**config.mk**
```make
export PLATFORM = sky130hd
export DESIGN_NAME = leaky_bucket_event_limiter
export DESIGN_NICKNAME = d
export VERILOG_FILES = /design/src/rtl/lble_pkg.sv /design/src/rtl/lble_divider.sv /design/src/rtl/leaky_bucket_event_limiter.sv
export SDC_FILE = /design/constraint.sdc
export NUM_CORES = 1
export LEC_CHECK = 0
export BUFFER_PORTS_ARGS = -buffer_cell sky130_fd_sc_hd__buf_2
export CAP_MARGIN = 10
export CORE_MARGIN = 2
export CORE_UTILIZATION = 50
export CTS_BUF_LIST = sky130_fd_sc_hd__clkbuf_8
export DETAILED_ROUTE_END_ITERATION = 6
export PLACE_DENSITY = 0.67
export REMOVE_ABC_BUFFERS = 1
export SETUP_SLACK_MARGIN = 0.02
export SLEW_MARGIN = 30
export SYNTH_ARGS = -nofsm -noshare
export SYNTH_HDL_FRONTEND = slang
export SYNTH_SLANG_ARGS = --single-unit
```
**constraint.sdc**
```tcl
create_clock -name aclk -period 8.28 [get_ports aclk]
set_clock_uncertainty 0.2 [all_clocks]
set_input_delay 0.414 -clock aclk [delete_from_list [all_inputs] [get_ports aclk]]
set_output_delay 0.414 -clock aclk [all_outputs]
set_load 0.005 [all_outputs]
```
**src/rtl/lble_pkg.sv**
```systemverilog
// Shared types and constants of the leaky bucket event limiter.
// Used by lble_divider and leaky_bucket_event_limiter; depends on nothing.
`default_nettype none

package lble_pkg;

    // Timestamp width default; the top level hands it down.
    localparam int TIME_BITS_DEFAULT = 48;

    // interval_seconds * 1000 stays below 2^26.
    localparam int PERIOD_BITS = 26;

    // The count reaches at most event_limit + 1 before it is checked.
    localparam int COUNT_BITS = 17;

    localparam int CFG_INDEX_BITS = 2;
    localparam int CFG_DATA_BITS  = 16;
    localparam int OUT_TDATA_BITS = 8;

    localparam logic [9:0] MS_PER_SECOND = 10'd1000;

    localparam logic [CFG_INDEX_BITS-1:0] CFG_EVENT_LIMIT      = 2'd0;
    localparam logic [CFG_INDEX_BITS-1:0] CFG_INTERVAL_SECONDS = 2'd1;

    typedef enum logic {
        DIV_PERIOD,
        DIV_DEBIT
    } div_mode_t;

    typedef struct packed {
        logic      start;
        div_mode_t mode;
    } div_ctrl_t;

endpackage

`default_nettype wire

```
**src/rtl/lble_divider.sv**
```systemverilog
// Restoring serial divider, one quotient bit per cycle, shared by both divisions.
// Depends on lble_pkg.
`default_nettype none

module lble_divider #(
    parameter int TIME_BITS = lble_pkg::TIME_BITS_DEFAULT
) (
    input  wire logic                             aclk,
    input  wire logic                             aresetn,
    input  wire lble_pkg::div_ctrl_t              ctrl,
    input  wire logic [TIME_BITS-1:0]             dividend,
    input  wire logic [lble_pkg::PERIOD_BITS-1:0] divisor,
    output logic                                  done,
    output logic [TIME_BITS-1:0]                  quotient,
    output logic [lble_pkg::PERIOD_BITS-1:0]      remainder
);
    import lble_pkg::*;

    localparam int CNT_BITS = $clog2(TIME_BITS + 1);

    logic [CNT_BITS-1:0]    cnt_reg;
    logic                   busy_reg;
    logic                   done_reg;
    logic [PERIOD_BITS-1:0] rem_reg;
    logic [PERIOD_BITS-1:0] div_reg;
    logic [TIME_BITS-1:0]   quo_reg;

    logic [PERIOD_BITS:0]   trial;
    logic [PERIOD_BITS:0]   diff;
    logic                   fits;
    logic [TIME_BITS-1:0]   quo_load;

    assign trial = {rem_reg, quo_reg[TIME_BITS-1]};
    assign diff  = trial - {1'b0, div_reg};
    assign fits  = (trial >= {1'b0, div_reg});

    // Period division: only the low PERIOD_BITS of the dividend matter, so
    // move them to the top and run PERIOD_BITS steps.
    assign quo_load = (ctrl.mode == DIV_PERIOD)
                    ? {dividend[PERIOD_BITS-1:0], {(TIME_BITS - PERIOD_BITS){1'b0}}}
                    : dividend;

    always_ff @(posedge aclk) begin
        if (!aresetn) begin
            cnt_reg  <= '0;
            busy_reg <= 1'b0;
            done_reg <= 1'b0;
        end else begin
            done_reg <= 1'b0;
            if (ctrl.start) begin
                busy_reg <= 1'b1;
                cnt_reg  <= (ctrl.mode == DIV_PERIOD) ? CNT_BITS'(PERIOD_BITS)
                                                      : CNT_BITS'(TIME_BITS);
            end else if (busy_reg) begin
                cnt_reg <= cnt_reg - CNT_BITS'(1);
                if (cnt_reg == CNT_BITS'(1)) begin
                    busy_reg <= 1'b0;
                    done_reg <= 1'b1;
                end
            end
        end
    end

    always_ff @(posedge aclk) begin
        if (ctrl.start) begin
            rem_reg <= '0;
            div_reg <= divisor;
            quo_reg <= quo_load;
        end else if (busy_reg) begin
            rem_reg <= fits ? diff[PERIOD_BITS-1:0] : trial[PERIOD_BITS-1:0];
            quo_reg <= {quo_reg[TIME_BITS-2:0], fits};
        end
    end

    assign done      = done_reg;
    assign quotient  = quo_reg;
    assign remainder = rem_reg;

endmodule

`default_nettype wire

```
**src/rtl/leaky_bucket_event_limiter.sv**
```systemverilog
// Leaky bucket event limiter: one flag per timestamped event.
// Each event runs the period division and then the drain division on the shared serial
// divider (ST_PERIOD, ST_DEBIT), then raises m_tvalid in ST_DONE once the output
// is free; s_tready stays low until then, so the next event waits for this one.
// Limit zero: no divisions, straight from ST_IDLE to ST_DONE.
// Reset (aresetn low, synchronous) clears state, output, config, count and reference.
`default_nettype none

module leaky_bucket_event_limiter #(
    parameter int TIME_BITS = lble_pkg::TIME_BITS_DEFAULT
) (
    input  wire logic                                aclk,
    input  wire logic                                aresetn,
    // s_tdata: now_ms [TIME_BITS-1:0], zero padding above
    input  wire logic [((TIME_BITS + 7) / 8) * 8-1:0] s_tdata,
    input  wire logic                                s_tvalid,
    output logic                                     s_tready,
    // m_tdata: limit_reached [0], zero padding above
    output logic [lble_pkg::OUT_TDATA_BITS-1:0]      m_tdata,
    output logic                                     m_tvalid,
    input  wire logic                                m_tready,
    input  wire logic                                cfg_valid,
    output logic                                     cfg_ready,
    input  wire logic [lble_pkg::CFG_INDEX_BITS-1:0] cfg_index,
    input  wire logic [lble_pkg::CFG_DATA_BITS-1:0]  cfg_data
);
    import lble_pkg::*;

    typedef enum logic [1:0] {
        ST_IDLE,
        ST_PERIOD,
        ST_DEBIT,
        ST_DONE
    } state_t;

    state_t                 state_reg;
    logic                   m_tvalid_reg;
    logic                   flag_reg;
    logic [15:0]            limit_reg;
    logic [15:0]            interval_reg;
    logic [COUNT_BITS-1:0]  count_reg;
    logic [TIME_BITS-1:0]   ref_reg;
    logic [TIME_BITS-1:0]   now_reg;

    logic                   accept_in;
    logic                   out_ok;
    logic                   limit_on;
    logic [TIME_BITS-1:0]   elapsed;
    logic [PERIOD_BITS-1:0] period_next;
    logic [PERIOD_BITS-1:0] interval_ms;

    div_ctrl_t              div_ctrl;
    logic [TIME_BITS-1:0]   div_dividend;
    logic [PERIOD_BITS-1:0] div_divisor;
    logic                   div_done;
    logic [TIME_BITS-1:0]   div_quo;
    logic [PERIOD_BITS-1:0] div_rem;

    logic [COUNT_BITS-1:0]  count_next;
    logic [TIME_BITS-1:0]   ref_next;
    logic                   flag_next;

    assign s_tready  = (state_reg == ST_IDLE);
    assign cfg_ready = 1'b1;
    assign accept_in = s_tvalid && s_tready;
    assign out_ok    = !m_tvalid_reg || m_tready;
    assign limit_on  = (limit_reg != '0);

    assign interval_ms = PERIOD_BITS'(interval_reg) * PERIOD_BITS'(MS_PER_SECOND);
    assign elapsed     = (now_reg >= ref_reg) ? (now_reg - ref_reg) : '0;
    // Raise a zero period to one millisecond.
    assign period_next = (div_quo[PERIOD_BITS-1:0] == '0) ? PERIOD_BITS'(1)
                                                        : div_quo[PERIOD_BITS-1:0];

    always_comb begin
        div_ctrl.start = (accept_in && limit_on) || (state_reg == ST_PERIOD && div_done);
        div_ctrl.mode  = (state_reg == ST_IDLE) ? DIV_PERIOD : DIV_DEBIT;
        div_dividend   = (state_reg == ST_IDLE) ? TIME_BITS'(interval_ms) : elapsed;
        div_divisor    = (state_reg == ST_IDLE) ? PERIOD_BITS'(limit_reg) : period_next;
    end

    lble_divider #(
        .TIME_BITS (TIME_BITS)
    ) u_divider (
        .aclk      (aclk),
        .aresetn   (aresetn),
        .ctrl      (div_ctrl),
        .dividend  (div_dividend),
        .divisor   (div_divisor),
        .done      (div_done),
        .quotient  (div_quo),
        .remainder (div_rem)
    );

    // Drain, refill and overflow check. The drained reference time is
    // ref + debits * period, which equals now - remainder.
    always_comb begin
        count_next = count_reg;
        ref_next   = ref_reg;
        flag_next  = 1'b0;
        if (count_next != '0 && div_quo != '0) begin
            if (div_quo < TIME_BITS'(count_next)) begin
                count_next = count_next - div_quo[COUNT_BITS-1:0];
                ref_next   = now_reg - TIME_BITS'(div_rem);
            end else begin
                count_next = '0;
            end
        end
        if (count_next == '0) begin
            ref_next = now_reg;
        end
        count_next = count_next + COUNT_BITS'(1);
        if (count_next > COUNT_BITS'(limit_reg)) begin
            count_next = '0;
            ref_next   = now_reg;
            flag_next  = 1'b1;
        end
    end

    always_ff @(posedge aclk) begin
        if (accept_in) begin
            now_reg <= s_tdata[TIME_BITS-1:0];
        end
    end

    always_ff @(posedge aclk) begin
        if (!aresetn) begin
            state_reg    <= ST_IDLE;
            m_tvalid_reg <= 1'b0;
            flag_reg     <= 1'b0;
            limit_reg    <= '0;
            interval_reg <= '0;
            count_reg    <= '0;
            ref_reg      <= '0;
        end else begin
            if (m_tvalid_reg && m_tready && state_reg != ST_DONE) begin
                m_tvalid_reg <= 1'b0;
            end
            unique case (state_reg)
                ST_IDLE: begin
                    if (accept_in) begin
                        state_reg <= limit_on ? ST_PERIOD : ST_DONE;
                    end
                end
                ST_PERIOD: begin
                    if (div_done) begin
                        state_reg <= ST_DEBIT;
                    end
                end
                ST_DEBIT: begin
                    if (div_done) begin
                        state_reg <= ST_DONE;
                    end
                end
                ST_DONE: begin
                    // Hold until the previous result is taken.
                    if (out_ok) begin
                        m_tvalid_reg <= 1'b1;
                        flag_reg     <= limit_on && flag_next;
                        if (limit_on) begin
                            count_reg <= count_next;
                            ref_reg   <= ref_next;
                        end
                        state_reg <= ST_IDLE;
                    end
                end
                default: state_reg <= ST_IDLE;
            endcase
            if (cfg_valid && cfg_ready) begin
                unique case (cfg_index)
                    CFG_EVENT_LIMIT: begin
                        limit_reg <= cfg_data;
                        count_reg <= '0;
                    end
                    CFG_INTERVAL_SECONDS: begin
                        interval_reg <= cfg_data;
                        count_reg    <= '0;
                    end
                    default: ;
                endcase
            end
        end
    end

    assign m_tvalid = m_tvalid_reg;
    assign m_tdata  = {{(OUT_TDATA_BITS - 1){1'b0}}, flag_reg};

`ifndef SYNTHESIS
    a_count_bounded: assert property (@(posedge aclk) disable iff (!aresetn)
        (state_reg == ST_IDLE && limit_on) |-> (count_reg <= COUNT_BITS'(limit_reg)))
        else $error("event count above limit while idle");

    a_busy_after_accept: assert property (@(posedge aclk) disable iff (!aresetn)
        accept_in |=> !s_tready)
        else $error("input ready right after a transfer");

    a_result_from_done: assert property (@(posedge aclk) disable iff (!aresetn)
        $rose(m_tvalid_reg) |-> $past(state_reg == ST_DONE))
        else $error("result raised outside the final step");

    a_divider_only_when_limited: assert property (@(posedge aclk) disable iff (!aresetn)
        div_ctrl.start |-> limit_on)
        else $error("divider started with a zero limit");
`endif

endmodule

`default_nettype wire
```
==> metrics.csv <==
stage,metric,value,unit
detailed_routing,1st-iter DRT viols,1565,
detailed_routing,Top Metal Used,met5,
sta,post-layout minimum cycle time,6990,ps
yosys,Mean Syn Cell Area,8.48,sq um
yosys,post-synthesis cell count,2462,
sta,Slew headroom,0.421,
cts,clock-pin slew on the worst setup and hold paths,60,ps
cts,clk_lat worst skew,670,ps
floorplan,Core Region,41000,sq um
layout,layout cells sized above 1,0.0819,
yosys,Yosys warning count,0,
detailed_routing,via count,18793,
critical_path,critical path startpoint,count_reg[10]$_SDFF_PN0_,
min_path,Hold Crit Class,in2reg,
global_route,initial antenna violation count,6,
status,status,"complete, no violations",
floorplan,Initial Utilization,0.509,
sta,Final Cycle Share,0.845,
global_route,total track usage,0.287,
sta,final hold violations,0,
critical_path,critical path type,reg2reg,
placed_design,Placer Congestion,0.946,
critical_path,launching element type of the critical path,register,
yosys,leading area contributor after synthesis,edfxtp_1,
cts,clock sink count,257,
sta,Peak Freq,143,MHz
sta,sum of negative setup slack,0,ps
sta,Tightest Pin Transition,866,ps
floorplan,Die W,208,um
sta,Final setup viols,0,
power_and_ir_drop,LEAKAGE,9.80,nW
detailed_routing,met2 WL,29100,um
critical_path,CP arrival,7360,ps
global_route,global-route wire length before repair,99200,um
detailed_routing,drt pass-1 iters,6,
critical_path,reg2reg start,count_reg[10]$_SDFF_PN0_,
cts,CTS tree,built,
yosys,Yosys top cell area share,0.175,
cts,CTS resizes,0,
global_route,largest net degree at the start of global routing,93,
cts,root buffer cell,clkbuf_8,
placed_design,# port buffers,73,
critical_path,worst reg-to-reg setup slack,1290,ps
power_and_ir_drop,Total Power,7.08,mW
global_route,grt ovf,0,
detailed_routing,drt wl/cell,20.1,um
sta,hold_ws,95.6,ps
floorplan,Ports,82,
flow_run,Max Cap Violations,0,
sta,RSZ-0062 raised after global routing,false,
detailed_routing,DR WL met3,4370,um
cts,CTS Buf Count,50,
floorplan,die area,43400,sq um
critical_path,CP Capture Type,register,
detailed_routing,# DRC,0,
power_and_ir_drop,VDD IR max,170,uV
power_and_ir_drop,Pwr Density,302,nW/um^2
yosys,"Async S/R FF share, synth",0,
yosys,number of synthesized flops with an enable pin,122,
critical_path,Critical Path Sink,ref_reg[32]$_SDFFE_PN0P_,
detailed_routing,Met1 Wirelength,26700,um
cts,htree depth,2,
yosys,largest cells by area after synthesis,"edfxtp_1 18%, dfxtp_1 13%, ha_1 13%",
yosys,most common cell in the synthesized netlist,a21oi_1,
detailed_routing,WL final,63100,um
yosys,Main synth FF type,dfxtp_1,
yosys,post-synth cell types,81,
yosys,Yosys reg bits,257,
floorplan,DIE HEIGHT,208,um
placed_design,HPWL after DPL,46900,um
floorplan,FP Rows,74,
critical_path,RR Endpoint,ref_reg[32]$_SDFFE_PN0P_,
yosys,Syn Std Cell Area,20900,sq um
sta,Max Slew Vio Count,0,
detailed_routing,Antenna Nets Post-Route,0,
critical_path,worst-path maximum fanout,68,
critical_path,R2R depth,24,
yosys,register area share after synthesis,0.305,
layout,area delta synth->final,12.2,%
critical_path,Worst EP required,8650,ps
global_route,vias in the first global route,18533,
cts,Bufs on Longest Clock Path,3,
layout,# nets final,2910,
detailed_routing,DR vias/cell,5.98,
yosys,commonest cells in the netlist,"280 x a21oi_1, 222 x nand2_1, 221 x inv_1",
==> logic make-up after synthesis <==
family,count (synthesis),share of synthesized area
multiplexers,4,0.00204
AND/OR/NAND/NOR,695,0.163
other,2,0.000360
buffers and inverters,329,0.0614
XOR/XNOR,145,0.0608
flip-flops,257,0.305
AO/OA/AOI/OAI,762,0.226
adder cells (fa/ha/maj),268,0.181
==> how the worst min path moves through the flow <==
stage	from	end	depth (start not counted)
floorplan	limit_reg[13]$_SDFFE_PN0P_	limit_reg[13]$_SDFFE_PN0P_	2
global placement	limit_reg[2]$_SDFFE_PN0P_	limit_reg[2]$_SDFFE_PN0P_	2
detailed placement	limit_reg[8]$_SDFFE_PN0P_	limit_reg[8]$_SDFFE_PN0P_	2
CTS	cfg_index[0]	limit_reg[2]$_SDFFE_PN0P_	4
global route	aresetn	ref_reg[24]$_SDFFE_PN0P_	2
finish	aresetn	ref_reg[24]$_SDFFE_PN0P_	2
==> stage by stage <==
| step | utilization | instance area (sq um) | instances | setup slack [ps] |
|---|---|---|---|---|
| final | 0.571 | 23400 | 3145 | 1290 |
| after global routing | 0.571 | 23400 | 3144 | 898 |
| after CTS | 0.571 | 23400 | 3143 | 1160 |
| after global placement | 0.529 | 21700 | 2985 | 1270 |
| after detailed placement | 0.529 | 21700 | 2985 | 1160 |
| after floorplan | - | 20500 | 2361 | -887 |
==> power by group <==
part / leakage [nW] / internal, mW / switching (mW)
clock: 0.614 / 0.776 / 0.628
sequential: 2.26 / 1.74 / 0.282
combinational: 6.93 / 1.41 / 2.23
==> what timing repair did <==
item,CTS,global route
hold buffers,65,1
setup buffers,0,0
hold endpoints to repair,81,1
==> layout make-up <==
| cell class | instances | area (sq um) |
|---|---|---|
| clock buffers | 59 | 812 |
| well taps | 532 | 666 |
| repair buffers | 158 | 1190 |
| inverters | 222 | 833 |
| flip-flops and latches | 257 | 6370 |
| clock inverters | 34 | 264 |
| diodes | 1 | 2.50 |
| fillers | 3777 | 17600 |
| multi-input cells | 1882 | 13300 |
==> cell usage in the layout (no fill, tap or decap), types with 87 or more instances in the layout <==
| master | count |
|---|---|
| edfxtp_1 | 122 |
| dfxtp_1 | 134 |
| a21oi_1 | 280 |
| o21ai_0 | 174 |
| xnor2_1 | 93 |
| a21o_1 | 87 |
| nand2_1 | 221 |
| ha_1 | 210 |
| nor2_1 | 162 |
| inv_1 | 237 |
==> layer usage <==
| layer | GRT usage | vias up |
|---|---|---|
| met5 | 0 | - |
| met4 | 0.139 | 12 |
| met3 | 0.0577 | 169 |
| met2 | 0.468 | 665 |
| met1 | 0.366 | 8907 |
| li1 | - | 9040 |
==> worst max-delay path: stages (launching register included) <==
cell      delay (ps)
dfxtp_1          660
inv_1            100
ha_1             440
nand2_1          130
o21ai_0          130
a21oi_1          270
a21o_1           390
nand2_1          120
o21ai_0          410
ha_1             290
o221ai_1         160
a21o_1           240
nor3_1           450
xnor2_1          180
ha_1             320
nand4_1          200
o211ai_1         270
nand2_1          100
a211oi_2         530
nor4_1           110
mux2_2           290
nor3_2           230
buf_12           310
nor2_1            90
a311oi_1         270
(Power assumes the default switching activity.)
